## src/sv/sfpa_pkg.sv

```systemverilog
// Shared types, command codes and constants for the saturating fixed-point ALU.
package sfpa_pkg;

  localparam int WordW = 32;
  localparam int CmdW = 4;

  typedef enum logic [CmdW-1:0] {
    CMD_ADD      = 4'd0,
    CMD_SUB      = 4'd1,
    CMD_MUL      = 4'd2,
    CMD_DIV      = 4'd3,
    CMD_CMP      = 4'd4,
    CMD_MIN      = 4'd5,
    CMD_MAX      = 4'd6,
    CMD_ABS      = 4'd7,
    CMD_INC      = 4'd8,
    CMD_DEC      = 4'd9,
    CMD_FROM_INT = 4'd10,
    CMD_TO_INT   = 4'd11
  } cmd_t;

  // Work item that travels down the divider chain. Results that need no
  // division are formed at entry and ride along.
  typedef struct packed {
    logic             valid;
    logic [CmdW-1:0]  command;
    logic             quo_neg;
    logic [63:0]      rem;
    logic [63:0]      quo;
    logic [31:0]      divisor;
    logic [31:0]      value;
    logic             lt;
    logic             eq;
    logic             gt;
    logic             sat;
    logic             dz;
  } item_t;

endpackage

```

## src/sv/sfpa_entry.sv

```systemverilog
// Entry stage: decodes the command and forms every non-divide result.
module sfpa_entry #(
  parameter int FRAC_BITS = 8
) (
  input  logic                       clk,
  input  logic                       rst,
  input  logic                       advance,
  input  logic                       in_valid,
  input  logic [sfpa_pkg::CmdW-1:0]  command,
  input  logic signed [31:0]         operand_a,
  input  logic signed [31:0]         operand_b,
  output sfpa_pkg::item_t            dout
);
  import sfpa_pkg::*;

  localparam logic signed [31:0] MaxW = 32'sh7fffffff;
  localparam logic signed [31:0] MinW = 32'sh80000000;

  item_t stage;
  item_t stage_next;
  logic signed [63:0] prod_q;
  logic               mul_q;

  always_comb begin
    logic signed [32:0] sum;
    logic signed [63:0] wide;
    logic [31:0] mag_a;
    logic [31:0] mag_b;
    stage_next = '0;
    stage_next.valid = in_valid;
    stage_next.command = command;
    mag_a = operand_a[31] ? 32'(-operand_a) : operand_a;
    mag_b = operand_b[31] ? 32'(-operand_b) : operand_b;
    sum = '0;
    wide = '0;
    unique case (command)
      CMD_ADD, CMD_SUB, CMD_INC, CMD_DEC: begin
        priority case (command)
          CMD_ADD: sum = 33'(operand_a) + 33'(operand_b);
          CMD_SUB: sum = 33'(operand_a) - 33'(operand_b);
          CMD_INC: sum = 33'(operand_a) + 33'sd1;
          default: sum = 33'(operand_a) - 33'sd1;
        endcase
        if (sum[32] != sum[31]) begin
          stage_next.sat = 1'b1;
          stage_next.value = sum[32] ? MinW : MaxW;
        end else begin
          stage_next.value = sum[31:0];
        end
      end
      CMD_DIV: begin
        if (operand_b == 32'sd0) begin
          stage_next.dz = 1'b1;
        end else begin
          stage_next.quo = {32'd0, mag_a} << FRAC_BITS;
          stage_next.divisor = mag_b;
          stage_next.quo_neg = operand_a[31] ^ operand_b[31];
        end
      end
      CMD_CMP: begin
        stage_next.lt = operand_a < operand_b;
        stage_next.eq = operand_a == operand_b;
        stage_next.gt = operand_a > operand_b;
      end
      CMD_MIN: stage_next.value = (operand_a < operand_b) ? operand_a : operand_b;
      CMD_MAX: stage_next.value = (operand_a > operand_b) ? operand_a : operand_b;
      CMD_ABS: begin
        if (operand_a == MinW) begin
          stage_next.value = MaxW;
          stage_next.sat = 1'b1;
        end else begin
          stage_next.value = mag_a;
        end
      end
      CMD_FROM_INT: begin
        wide = 64'(operand_a) <<< FRAC_BITS;
        if (wide > 64'(MaxW)) begin
          stage_next.value = MaxW;
          stage_next.sat = 1'b1;
        end else if (wide < 64'(MinW)) begin
          stage_next.value = MinW;
          stage_next.sat = 1'b1;
        end else begin
          stage_next.value = wide[31:0];
        end
      end
      CMD_TO_INT: stage_next.value = operand_a >>> FRAC_BITS;
      default: ;
    endcase
  end

  always_ff @(posedge clk) begin
    if (rst) begin
      stage.valid <= 1'b0;
    end else if (advance) begin
      stage <= stage_next;
      prod_q <= operand_a * operand_b;
      mul_q <= command == CMD_MUL;
    end
  end

  // The product is registered; its shift and clamp land in the outgoing item.
  always_comb begin
    logic signed [63:0] sh;
    sh = prod_q >>> FRAC_BITS;
    dout = stage;
    if (mul_q) begin
      if (sh > 64'sh7fffffff) begin
        dout.value = MaxW;
        dout.sat = 1'b1;
      end else if (sh < -64'sh80000000) begin
        dout.value = MinW;
        dout.sat = 1'b1;
      end else begin
        dout.value = sh[31:0];
      end
    end
  end
endmodule

```

## config.mk

```make
export PLATFORM = sky130hd
export DESIGN_NAME = sfpa_entry
export DESIGN_NICKNAME = d
export VERILOG_FILES = /design/src/sv/sfpa_pkg.sv /design/src/sv/sfpa_entry.sv
export SDC_FILE = /design/constraint.sdc
export NUM_CORES = 2
export LEC_CHECK = 0
export BUFFER_PORTS_ARGS = -buffer_cell sky130_fd_sc_hd__buf_2
export CORE_ASPECT_RATIO = 1.75
export CORE_UTILIZATION = 65
export DETAILED_ROUTE_END_ITERATION = 8
export GPL_TIMING_DRIVEN = 0
export PLACE_DENSITY = 0.9
export SLEW_MARGIN = 30
export SYNTH_ARGS = -nofsm -noshare
export SYNTH_HDL_FRONTEND = slang
export SYNTH_SLANG_ARGS = --single-unit
```

## constraint.sdc

```tcl
create_clock -name clk -period 17.6 [get_ports clk]
set_input_delay 2.64 -clock clk [delete_from_list [all_inputs] [get_ports clk]]
set_output_delay 2.64 -clock clk [all_outputs]
set_load 0.01 [all_outputs]
```

==> results.cfg, run 1 <==
[global_route]
grt_pass1_vias = 49090
grt_overflow_total = 1
grt_pass1_wl_mm = 339.3
grtUsageTotal_pct = 62.81
grt_max_degree = 28

[yosys]
avgSynthCellArea_um2 = 9.133
synth_edf_count = 163
yosysUniqueCellTypes = 73
ys_seq_elements = 164
synth_cells = 5484
syn-cell-area_mm2 = 0.05008
async_flop_share_pct = 0
synth_ff_type = edfxtp_1
ys_seq_area_share_pct = 9.813
ys_warn_count = 0

[run_status]
error_line = [ERROR GRT-0116] Global routing finished with congestion. Check the congestion regions in the DRC Viewer.
outcome = did not finish
lastStage = global routing (5_1_grt)

[clock_tree]
numCtsBuffers = 17
hold_buffers = 0
htreeDepth = 4
cts_num_sinks = 164
cts_setup_buffers = 0
clockBufferDepth = 2
cts_resized = 0
cts_root_buf = clkbuf_16

[die]
pin_count = 275
die_x_um = 211.8
initial_core_util_pct = 65.65
rows = 134
die_h_um = 369.2

[placed_design]
dp_worst_setup_slack_ns = 3.855
dpl_cell_area_mm2 = 0.05289
gp_congestion = 1.125
hpwlAfterDp_mm = 180.0
io_buffer_count = 178
-- cell families after synthesis --
kind of cell    Yosys count  share of synthesized area, %
simple gates           1571                         15.07
buf+inv                1522                         12.77
fa+ha+maj              1360                         50.21
compound gates          680                         8.844
xor+xnor                176                         3.078
flops                   164                         9.813
mux                      10                        0.2074
other cells               1                      0.007488
-- cell usage after synthesis, drive strengths merged, types with 98 or more instances --
| library cell | number | area share, % |
|---|---|---|
| a21oi | 208 | 2.1 |
| and2 | 458 | 5.7 |
| buf | 211 | 2.9 |
| clkbuf | 272 | 2.0 |
| edfxtp | 163 | 9.8 |
| fa | 1083 | 43 |
| ha | 277 | 6.9 |
| inv | 1034 | 7.7 |
| nand2 | 585 | 4.4 |
| nor2 | 312 | 2.3 |
| o21ai | 98 | 0.98 |
| xnor2 | 101 | 1.8 |
-- per-layer routing --
metal / GRT usage (%) / overflow
met5: 4.853 / 0
met4: 67.07 / 0
met3: 34.61 / 0
met2: 87.24 / 1
met1: 63.16 / 0
-- per-stage QoR --
stage,cells,hold slack [ns]
floorplan,5579,0.4617
global placement,6777,0.4783
detailed placement,6787,0.5097
CTS,6819,0.5255
==> run 2: changes to the inputs <==
--- a/config.mk
+++ b/config.mk
@@ -6,11 +6,10 @@
 export NUM_CORES = 2
 export LEC_CHECK = 0
 export BUFFER_PORTS_ARGS = -buffer_cell sky130_fd_sc_hd__buf_2
-export CORE_ASPECT_RATIO = 1.75
-export CORE_UTILIZATION = 65
+export CORE_UTILIZATION = 40
 export DETAILED_ROUTE_END_ITERATION = 8
 export GPL_TIMING_DRIVEN = 0
-export PLACE_DENSITY = 0.9
+export PLACE_DENSITY_LB_ADDON = 0.15
 export SLEW_MARGIN = 30
 export SYNTH_ARGS = -nofsm -noshare
 export SYNTH_HDL_FRONTEND = slang
==> results.cfg, run 2 <==
[run_status]
outcome = finished, violations left
failed_checks = DRC

[sta]
setup_violations = 0
fin_ws_ns = 4.407
hold_ws_ns = 0.5218
setup_tns_ns = 0
worst_pin_slew_ns = 1.155
fin_skew_ns = 0
finalCritPeriodShare_pct = 74.96
max_freq_ghz = 0.07580
finalCriticalPeriod_ns = 13.19
hold_viol = 0
maxSlewHeadroom_pct = 23.00
drv_slew = 0
rsz0062_at_grt = false

[yosys]
synth_top_cell_by_area = fa_1
yosysUniqueCellTypes = 73
synthMuxAreaShare_pct = 0.2074
synth_common_cells = 1083 x fa_1, 1031 x inv_1, 585 x nand2_1
ys_seq_elements = 164
synth_compound_area_share_pct = 8.844
avgSynthCellArea_um2 = 9.133
synth-xor-area-share_pct = 3.078
ys_seq_area_share_pct = 9.813
yosysMostFrequentCell = fa_1
async_flop_share_pct = 0
yosys-top-cells-area = fa_1 43%, edfxtp_1 9.8%, inv_1 7.7%
synthSimpleGateAreaFrac_pct = 15.07
synth_fa_ha_area_share_pct = 50.21
synth_top_family_by_area = adder cells
ys_warn_count = 0
syn-cell-area_mm2 = 0.05008
synth_edf_count = 163
synth_ff_type = edfxtp_1
netlist.area_leader.share_pct = 43.29
synth_cells = 5484

[cells_and_area]
multi_input_area_mm2 = 0.03916
area_growth_pct = 8.527
seqCellArea_mm2 = 0.004915
final_cell_mix = 1082 x fa_1, 1031 x inv_1, 585 x nand2_1
final_nets = 7219
largest_reg_flops = 74
drive_above_1_share_pct = 7.966
final_common_cell = fa_1
n_fill_cell = 12480

[clock_tree]
clkTransAtPathRegs_ns = 0.08
hold_buffers = 0
cts_resized = 0
clock_latency_ns = 0.53
htreeDepth = 4
cts_tree = done
numCtsBuffers = 17
cts_root_buf = clkbuf_16
cts_num_sinks = 164
clockBufferDepth = 2
cts_setup_buffers = 0

[run]
drv_cap = 0

[critical_path]
reg2reg_slack_ns = 17.00
cpPeakStageDelay_ns = 0.82
worst_ep_required_time_ns = 17.87
cp_data_arrival_time_ns = 13.47
crit_path_max_fanout = 11
path_common_cell = fa_1
timing.rr.start = dout[202]
crit_path_end_kind = register
critPathKind = input port to register
r2r_end = dout[202]
start_kind = input port
worstRegToRegCells = 2
crit_slowest_cell = fa_2

[global_route]
grt_pass1_vias = 41470
antenna_found_initial = 22
grt_max_degree = 27
grt_overflow_total = 0
grtUsageTotal_pct = 34.58
grt_pass1_wl_mm = 305.8

[die]
die_h_um = 355.8
initial_core_util_pct = 40.40
core_area_mm2 = 0.1240
dieArea_mm2 = 0.1266
pin_count = 275
die_x_um = 355.8
rows = 129

[placed_design]
gp_congestion = 1.044
hpwlAfterDp_mm = 182.4
io_buffer_count = 178
dp_worst_setup_slack_ns = 4.154

[worst_hold_path]
min_path_cells = 2
whs_endpoint = dout[202]
holdCritStartpoint = dout[202]
hp-class = register to register

[drt]
vias_per_cell = 5.487
wl_per_cell_um = 28.83
remaining_drc_errors = 34
wl_mm = 214.7
drtIter0Drc = 4119
final_antenna_net_count = 0
drt_pass1_iterations = 9
vias = 40860
## run 2: cells by family (layout without fill, tap and decap cells)
logic type,Yosys count,in the layout
XOR/XNOR,176,176
multiplexers,10,10
AO/OA/AOI/OAI,680,680
AND/OR/NAND/NOR,1571,1571
buffers and inverters,1522,1743
flip-flops,164,164
other,1,106
adder cells (fa/ha/maj),1360,1360
## run 2: worst max-delay path by stage
stage	startpoint	end
2_1_floorplan	operand_a[31]	prod_q[62]
3_3_place_gp	advance	prod_q[42]
3_5_place_dp	operand_a[31]	prod_q[50]
4_1_cts	operand_a[31]	prod_q[50]
5_1_grt	operand_a[31]	prod_q[50]
6_report	operand_a[31]	prod_q[50]
## run 2: metal layers
layer | wire length [µm] | up-vias | share of wire [%] | track usage, %
met5 | 35 | - | 0.016 | 0
met1 | 84830 | 21050 | 40 | 45.03
met4 | 13970 | 6 | 6.5 | 18.82
li1 | - | 17250 | - | -
met3 | 21760 | 476 | 10 | 9.455
met2 | 94120 | 2081 | 44 | 52.22
## run 2: final cells by class
cell class                 instances  area share, %
multi-input combinational       3893          72.04
buffer                           483          4.675
timing repair buffer             189          2.109
tap                             1637          3.768
inverter                        1039          7.175
clock buffer                      17         0.7827
antenna                           10        0.04604
sequential                       164          9.042
clock inverter                    15         0.3591
## run 2: worst max-delay path: cells and delay by family
kind,cells,cell delay [ns]
AOI/OAI and AO/OA,5,2.08
buffers and inverters,8,2.69
xor gates and xnor gates,1,0.09
adders and majority gates,9,4.68
and+or+nand+nor,4,1.24
## run 2: per-stage QoR
stage                     util [%]  area (µm²)  std cells
after floorplan                  -       50440       5579
after global placement       43.06       53380       7394
after detailed placement     43.32       53690       7405
after CTS                    43.82       54310       7437
after global routing         43.83       54330       7437
final                        43.85       54350       7447
Power of run 2 is left out: the tool's default activity adds up to more than one toggle a clock period on the data nets, which glitch-free logic cannot reach.
