[src/sv/sfpa_pkg.sv]
// Shared types, command codes and constants for the saturating fixed-point ALU.
package sfpa_pkg;

  localparam int WordW = 32;
  localparam int CmdW = 4;

  typedef enum logic [CmdW-1:0] {
    CMD_ADD      = 4'd0,
    CMD_SUB      = 4'd1,
    CMD_MUL      = 4'd2,
    CMD_DIV      = 4'd3,
    CMD_CMP      = 4'd4,
    CMD_MIN      = 4'd5,
    CMD_MAX      = 4'd6,
    CMD_ABS      = 4'd7,
    CMD_INC      = 4'd8,
    CMD_DEC      = 4'd9,
    CMD_FROM_INT = 4'd10,
    CMD_TO_INT   = 4'd11
  } cmd_t;

  // Work item that travels down the divider chain. Results that need no
  // division are formed at entry and ride along.
  typedef struct packed {
    logic             valid;
    logic [CmdW-1:0]  command;
    logic             quo_neg;
    logic [63:0]      rem;
    logic [63:0]      quo;
    logic [31:0]      divisor;
    logic [31:0]      value;
    logic             lt;
    logic             eq;
    logic             gt;
    logic             sat;
    logic             dz;
  } item_t;

endpackage

[src/sv/sfpa_div_cell.sv]
// One cell of the divider chain: a register stage plus Steps restoring steps.
module sfpa_div_cell #(
  parameter int Steps = 2
) (
  input  logic            clk,
  input  logic            rst,
  input  logic            advance,
  input  sfpa_pkg::item_t din,
  output sfpa_pkg::item_t dout
);
  import sfpa_pkg::*;

  item_t stage;
  item_t stage_next;

  always_comb begin
    logic [64:0] trial;
    logic [63:0] shifted;
    stage_next = din;
    for (int s = 0; s < Steps; s++) begin
      // Shift the next dividend bit into the partial remainder and try.
      shifted = {stage_next.rem[62:0], stage_next.quo[63]};
      trial = {1'b0, shifted} - {33'd0, stage_next.divisor};
      stage_next.quo = {stage_next.quo[62:0], 1'b0};
      if (!trial[64]) begin
        stage_next.rem = trial[63:0];
        stage_next.quo[0] = 1'b1;
      end else begin
        stage_next.rem = shifted;
      end
    end
  end

  always_ff @(posedge clk) begin
    if (rst) begin
      stage.valid <= 1'b0;
    end else if (advance) begin
      stage <= stage_next;
    end
  end

  assign dout = stage;
endmodule

[config.mk]
export PLATFORM = sky130hd
export DESIGN_NAME = sfpa_div_cell
export DESIGN_NICKNAME = d
export VERILOG_FILES = /design/src/sv/sfpa_pkg.sv /design/src/sv/sfpa_div_cell.sv
export SDC_FILE = /design/constraint.sdc
export NUM_CORES = 1
export LEC_CHECK = 0
export BUFFER_PORTS_ARGS = -buffer_cell sky130_fd_sc_hd__buf_4
export CAP_MARGIN = 10
export CORE_AREA = 2 2 160 162
export CTS_CLUSTER_DIAMETER = 150
export CTS_CLUSTER_SIZE = 10
export DETAILED_ROUTE_END_ITERATION = 8
export DIE_AREA = 0 0 162 164
export PLACE_DENSITY_LB_ADDON = 0.25
export RECOVER_POWER = 100
export SLEW_MARGIN = 20
export SYNTH_ARGS = -nofsm -noshare
export SYNTH_HDL_FRONTEND = slang
export SYNTH_SLANG_ARGS = --single-unit
[constraint.sdc]
create_clock -name clk -period 33.7 [get_ports clk]
set_input_delay 5.055 -clock clk [delete_from_list [all_inputs] [get_ports clk]]
set_output_delay 5.055 -clock clk [all_outputs]
set_load 0.01 [all_outputs]
# == After elaboration in Yosys (flattened, before gate mapping) ==
# Cells that the tools add are included.
# op_classes
add_sub_neg,2
mux,4
bitwise,1
n_reduce_logical,1
# op_table
cell,count
64-bit by 32-bit subtractor with 65-bit output,2
64-bit two-way mux,1
63-bit two-way mux,1
1-bit two-way mux,2
2-bit AND reduction,1
1-bit inverter,1
# totals
regBits,203
inputBits,206
output_inout_bits,203
word_cells,20

# == Logic depth before layout (Yosys ltp) ==
# logic_depth
ltp_word,4
depth_mapped,29
mapped_depth_nobuf,26

# == Least setup slack after synthesis ==
# OpenSTA, ideal clock, no wires.
# synth_timing
kind,input to register
from,input port rst
to,register stage (netlist bit dout[0]) (enable)
setup_time_ns,0.795
arrival_time_ns,13.995
t_required_ns,32.905
slack_ns,18.910
cell_stages,1
path_buffers,0
cell_sequence,nor2b_1
# synth_via
elab_chain_len,2
# synth_lines
element,line_no,text
"start, declared",sfpa_div_cell.sv:6,"input logic rst,"
1-bit inverter (no source line),-,
2-bit AND reduction (no source line),-,
"end signal, assigned",sfpa_div_cell.sv:38,stage <= stage_next;
"end, declared",sfpa_div_cell.sv:13,item_t stage;
# No other way between the ends.
# A chain may end at the register's enable or synchronous reset.

==> results <==
- The CTS root buffer is sky130_fd_sc_hd__clkbuf_16.
- The kind of start point of the critical path is a primary input.
- The tree built by TritonCTS fans out to 203 sinks.
- The required arrival time at the worst endpoint is 33.96 ns.
- The congestion estimate from routability-driven global placement came to 0.954.
- The clock passes through at most 3 buffers.
- The synthesized design contains about 200 register bits.
- The first-pass GRT wire length is between 50000 and 60000 um.
- The initial antenna violation count was 4.
- The post-detailed-route wirelength per cell is 20.3 um.
- The number of global-route vias before repair came to 10302.
- The post-synthesis instance total is 1120.
- Along the worst hold path, the cell count comes to 2.
- The post-CTS repair timing setup buffer count is 0.
- The flow ran to the end, but the final reports show violations.
- The post-cts gate resize count is 0.
- Detailed placement finished with a half-perimeter wire length of 30100 um.
- Sequential cells burn 41.6% of the power.
- The floorplan step defined a die boundary enclosing 26600 sq um.
- The part of the total power dissipated in the clock network is roughly 30%.
- The vertical die dimension is 164 um.
- The layout-stage area growth over the synthesis result is 25.4%.
- After synthesis, the largest area contributor takes up 49.5% of total cell area.
- For the pin with the worst max-slew slack, the measured transition is 3.88 ns.
- The net switching power of the design is 0.000231 W.
- Counting the buffers created by CTS gives 24.
- After synthesis, the mean cell area works out to about 11 sq um.
- The number of vias after detailed routing is between 10000 and 15000.
- The register with the most flip-flops in the layout has about 200 of them.
- The post-synthesis cell area is 12300 sq um.
- The final reports fail on capacitance limit, slew limit.
- Among all flip-flop cells after synthesis, the most frequent one is sky130_fd_sc_hd__edfxtp_1.
- Of the cells placed in the final design, the portion with a size suffix greater than 1 is 17.7%.
- The die is 162 um wide.
- The overall power consumption is 0.000762 W.
- After floorplanning, the core was sized to cover 24800 sq um.
- The count of hold-fix buffers inserted at cts is 0.
- Setup repair after global routing left no endpoint under its margin.
- The final critical path takes up between 40% and 50% of the cycle.
- The worst setup path is captured at a flip-flop.
- The largest voltage drop on the vdd net is 0.0461 mV.
- After clock tree synthesis, the clock-pin slew on the worst setup and hold paths is 0.05 ns.
- The critical path is of the in -> reg type.
- The minimum setup slack in the final design is 18.09 ns.
- The final-report max-slew violation count was 300.
- Yosys attributes the largest share of cell area to sky130_fd_sc_hd__edfxtp_1 (49%), sky130_fd_sc_hd__ha_1 (6.5%), sky130_fd_sc_hd__xnor2_1 (5.1%), sky130_fd_sc_hd__a21oi_1 (4.1%), sky130_fd_sc_hd__nor2_1 (2.9%).
- For this block, the initial DRC count from the detailed router was 935.
- Static timing analysis puts the maximum clock frequency at 0.0641 GHz.
- The total power per unit cell area is 49.6 nW/um^2.
- For the final routed database, the setup TNS stands at 0 ns.
- The number of maximum-capacitance violations is 5.
- Entering global routing, the biggest net connects 75 pins.
- The number of top-level design ports is 409.
- The setup slack after placement is 20.65 ns.
- The TritonCTS clock tree is done.
- The logic depth of the worst register-to-register path is 2.
- For this run, the detailed router's first-pass iteration total came to 5.
- The hold violation total from the final report is 0.
- The total congestion overflow is 0.
- The classification of the worst-slack hold path is reg -> reg.
- The time the final worst path needs with I/O delays and setup is 15.61 ns.
- The largest total area in the synthesized netlist belongs to sky130_fd_sc_hd__edfxtp_1.
- The internal power summed over all cells is 0.000531 W.
- Port buffering added 407 buffers.
- The per-cell via count in the routed design is between 5 and 6.
- The number of failing setup endpoints in the final timing report is 0.
- Wires add up to 38000 um.
- The sequential area share after synthesis is 49.7%.
- Measured against its own limit, the worst slew margin works out to -159%.
- The proportion of power drawn by combinational gates is 28.9%.
- The async set-reset flop share out of synthesis is 0%.
- The share of total power consumed by net switching is 30.4%.
- The clock reaches the later pin of the worst-skew pair after approximately 0.52 ns.
- The reg-to-reg setup timing slack is between 30 and 40 ns.
- For this run, the number of Yosys warnings is 0.
- In this run the number of H-tree levels came out at 1.
- The starting density of the core is about 49%.
- Global routing used 27.2% of the available tracks.
- The number of distinct library cells after synthesis is 89.
- The number of routed nets with antenna violations is 0.
- The analysis attributes to cell leakage a power of 5.77 nW.
- The synthesized design contains 202 enable-type register cells.
- The synthesized netlist net count is 1392.
- The minimum hold slack is 0.505 ns.
- The arrival time reported for the critical path endpoint is 15.87 ns.
- The clock skew is 0 ns.
- The count of unresolved DRC violations after routing is 0.
- The largest fanout on the critical path is 54.
- In the final design database the tool counted 1800 nets.
- The row count is 58.
-- routing by layer --
| layer | part of all wire (%) | global-route usage, % | wire length, um | up-vias |
|---|---|---|---|---|
| li1 | - | - | - | 5030 |
| met1 | 40 | 33.3 | 15300 | 4984 |
| met2 | 49 | 47.5 | 18700 | 436 |
| met3 | 7.7 | 6.82 | 2930 | 66 |
| met4 | 2.8 | 8.65 | 1080 | 4 |
| met5 | 0.071 | 0 | 27 | - |
-- critical path, cell delays in order --
cell and delay [ns]:
sky130_fd_sc_hd__clkbuf_4 0.11, sky130_fd_sc_hd__inv_1 0.06, sky130_fd_sc_hd__ha_1 0.44, sky130_fd_sc_hd__nand4_1 0.21, sky130_fd_sc_hd__a2111oi_0 0.52, sky130_fd_sc_hd__o21ai_2 0.15
sky130_fd_sc_hd__a21oi_1 0.24, sky130_fd_sc_hd__o21ai_0 0.29, sky130_fd_sc_hd__nand2_1 0.15, sky130_fd_sc_hd__clkbuf_1 1.63, sky130_fd_sc_hd__a21oi_1 0.29, sky130_fd_sc_hd__ha_1 0.51
sky130_fd_sc_hd__a21oi_1 0.23, sky130_fd_sc_hd__o21ai_0 0.15, sky130_fd_sc_hd__a311oi_1 0.47, sky130_fd_sc_hd__a31oi_1 0.24, sky130_fd_sc_hd__o21ai_0 0.39, sky130_fd_sc_hd__a31oi_1 0.24
sky130_fd_sc_hd__a221oi_1 0.88, sky130_fd_sc_hd__and4b_1 0.33, sky130_fd_sc_hd__and3_1 0.16, sky130_fd_sc_hd__and4_1 1.09, sky130_fd_sc_hd__inv_1 1.24, sky130_fd_sc_hd__and4_1 0.60
sky130_fd_sc_hd__xnor2_1 0.13
-- cell usage after synthesis, types with 6 or more instances --
library cell and count:
sky130_fd_sc_hd__nand4b_1 6, sky130_fd_sc_hd__or4_1 7, sky130_fd_sc_hd__or3_1 8, sky130_fd_sc_hd__and2_1 6, sky130_fd_sc_hd__nor3_1 28, sky130_fd_sc_hd__a21oi_1 100, sky130_fd_sc_hd__inv_1 51, sky130_fd_sc_hd__o21ai_0 47
sky130_fd_sc_hd__and3_1 7, sky130_fd_sc_hd__o21a_1 9, sky130_fd_sc_hd__nand2_1 78, sky130_fd_sc_hd__ha_1 64, sky130_fd_sc_hd__nand2b_1 17, sky130_fd_sc_hd__o21ai_1 9, sky130_fd_sc_hd__a31oi_1 7, sky130_fd_sc_hd__a21o_1 20
sky130_fd_sc_hd__nand3_1 34, sky130_fd_sc_hd__nor2_1 96, sky130_fd_sc_hd__o211ai_1 11, sky130_fd_sc_hd__edfxtp_1 202, sky130_fd_sc_hd__buf_2 11, sky130_fd_sc_hd__nor4_1 16, sky130_fd_sc_hd__xor2_1 38, sky130_fd_sc_hd__mux2_2 20
sky130_fd_sc_hd__xnor2_1 72, sky130_fd_sc_hd__a211oi_1 9, sky130_fd_sc_hd__clkbuf_1 6, sky130_fd_sc_hd__nand4_1 25, sky130_fd_sc_hd__nor2b_1 6
-- placed cells by master, fill, tap and decap left out, types with 8 or more instances in the layout --
cell type                   count
sky130_fd_sc_hd__clkbuf_1     228
sky130_fd_sc_hd__edfxtp_1     202
sky130_fd_sc_hd__clkbuf_4     123
sky130_fd_sc_hd__a21oi_1      100
sky130_fd_sc_hd__nor2_1        96
sky130_fd_sc_hd__nand2_1       78
sky130_fd_sc_hd__xnor2_1       72
sky130_fd_sc_hd__buf_4         67
sky130_fd_sc_hd__ha_1          64
sky130_fd_sc_hd__inv_1         52
sky130_fd_sc_hd__o21ai_0       49
sky130_fd_sc_hd__xor2_1        38
sky130_fd_sc_hd__nand3_1       34
sky130_fd_sc_hd__nor3_1        28
sky130_fd_sc_hd__nand4_1       26
sky130_fd_sc_hd__clkbuf_16     24
sky130_fd_sc_hd__a21o_1        20
sky130_fd_sc_hd__mux2_2        20
sky130_fd_sc_hd__nand2b_1      17
sky130_fd_sc_hd__nor4_1        16
sky130_fd_sc_hd__o211ai_1      11
sky130_fd_sc_hd__a211oi_1      10
sky130_fd_sc_hd__o21a_1         9
sky130_fd_sc_hd__or3_1          8
-- cell type report --
| cell class | instances | area [sq um] |
|---|---|---|
| antenna | 2 | 5.00 |
| clock buffer | 31 | 627 |
| clock inverter | 2 | 25.0 |
| tap | 330 | 413 |
| multi-input combinational | 836 | 5760 |
| fill | 2237 | 9450 |
| inverter | 52 | 195 |
| timing repair buffer | 411 | 2260 |
| sequential | 203 | 6090 |
-- through the flow --
stage | cell area, sq um | std cells | util, %
floorplan | 12300 | 1120 | -
global placement | 15600 | 1832 | 62.8
detailed placement | 15600 | 1832 | 62.8
CTS | 16200 | 1865 | 65.4
global route | 15400 | 1867 | 61.9
finish | 15400 | 1867 | 61.9
-- path summary, 6_finish.rpt --
check / from / to
min: dout[202] / dout[202]
max reg2reg: dout[202] / dout[202]
min reg2reg: dout[202] / dout[202]
max: din[50] / dout[170]
-- power groups by stage --
stage	clock [W]	combinational [W]	sequential, W
global route	0.000238	0.000242	0.000319
CTS	0.000230	0.000239	0.000316
finish	0.000225	0.000220	0.000317
global placement	0	0.000233	0.000320
detailed placement	0	0.000237	0.000321
floorplan	0	0.000136	0.000336
-- cells by family (layout without fill, tap and decap cells) --
group / count (synthesis) / in the layout / synth area share, %
multiplexers: 24 / 24 / 2.20
adder cells (fa/ha/maj): 66 / 66 / 6.86
AO/OA/AOI/OAI: 255 / 255 / 13.2
other: 0 / 2 / 0
AND/OR/NAND/NOR: 380 / 380 / 17.1
XOR/XNOR: 111 / 111 / 7.99
buffers and inverters: 81 / 496 / 2.99
flip-flops: 203 / 203 / 49.7
No activity file was read; power rests on OpenSTA's default activity.
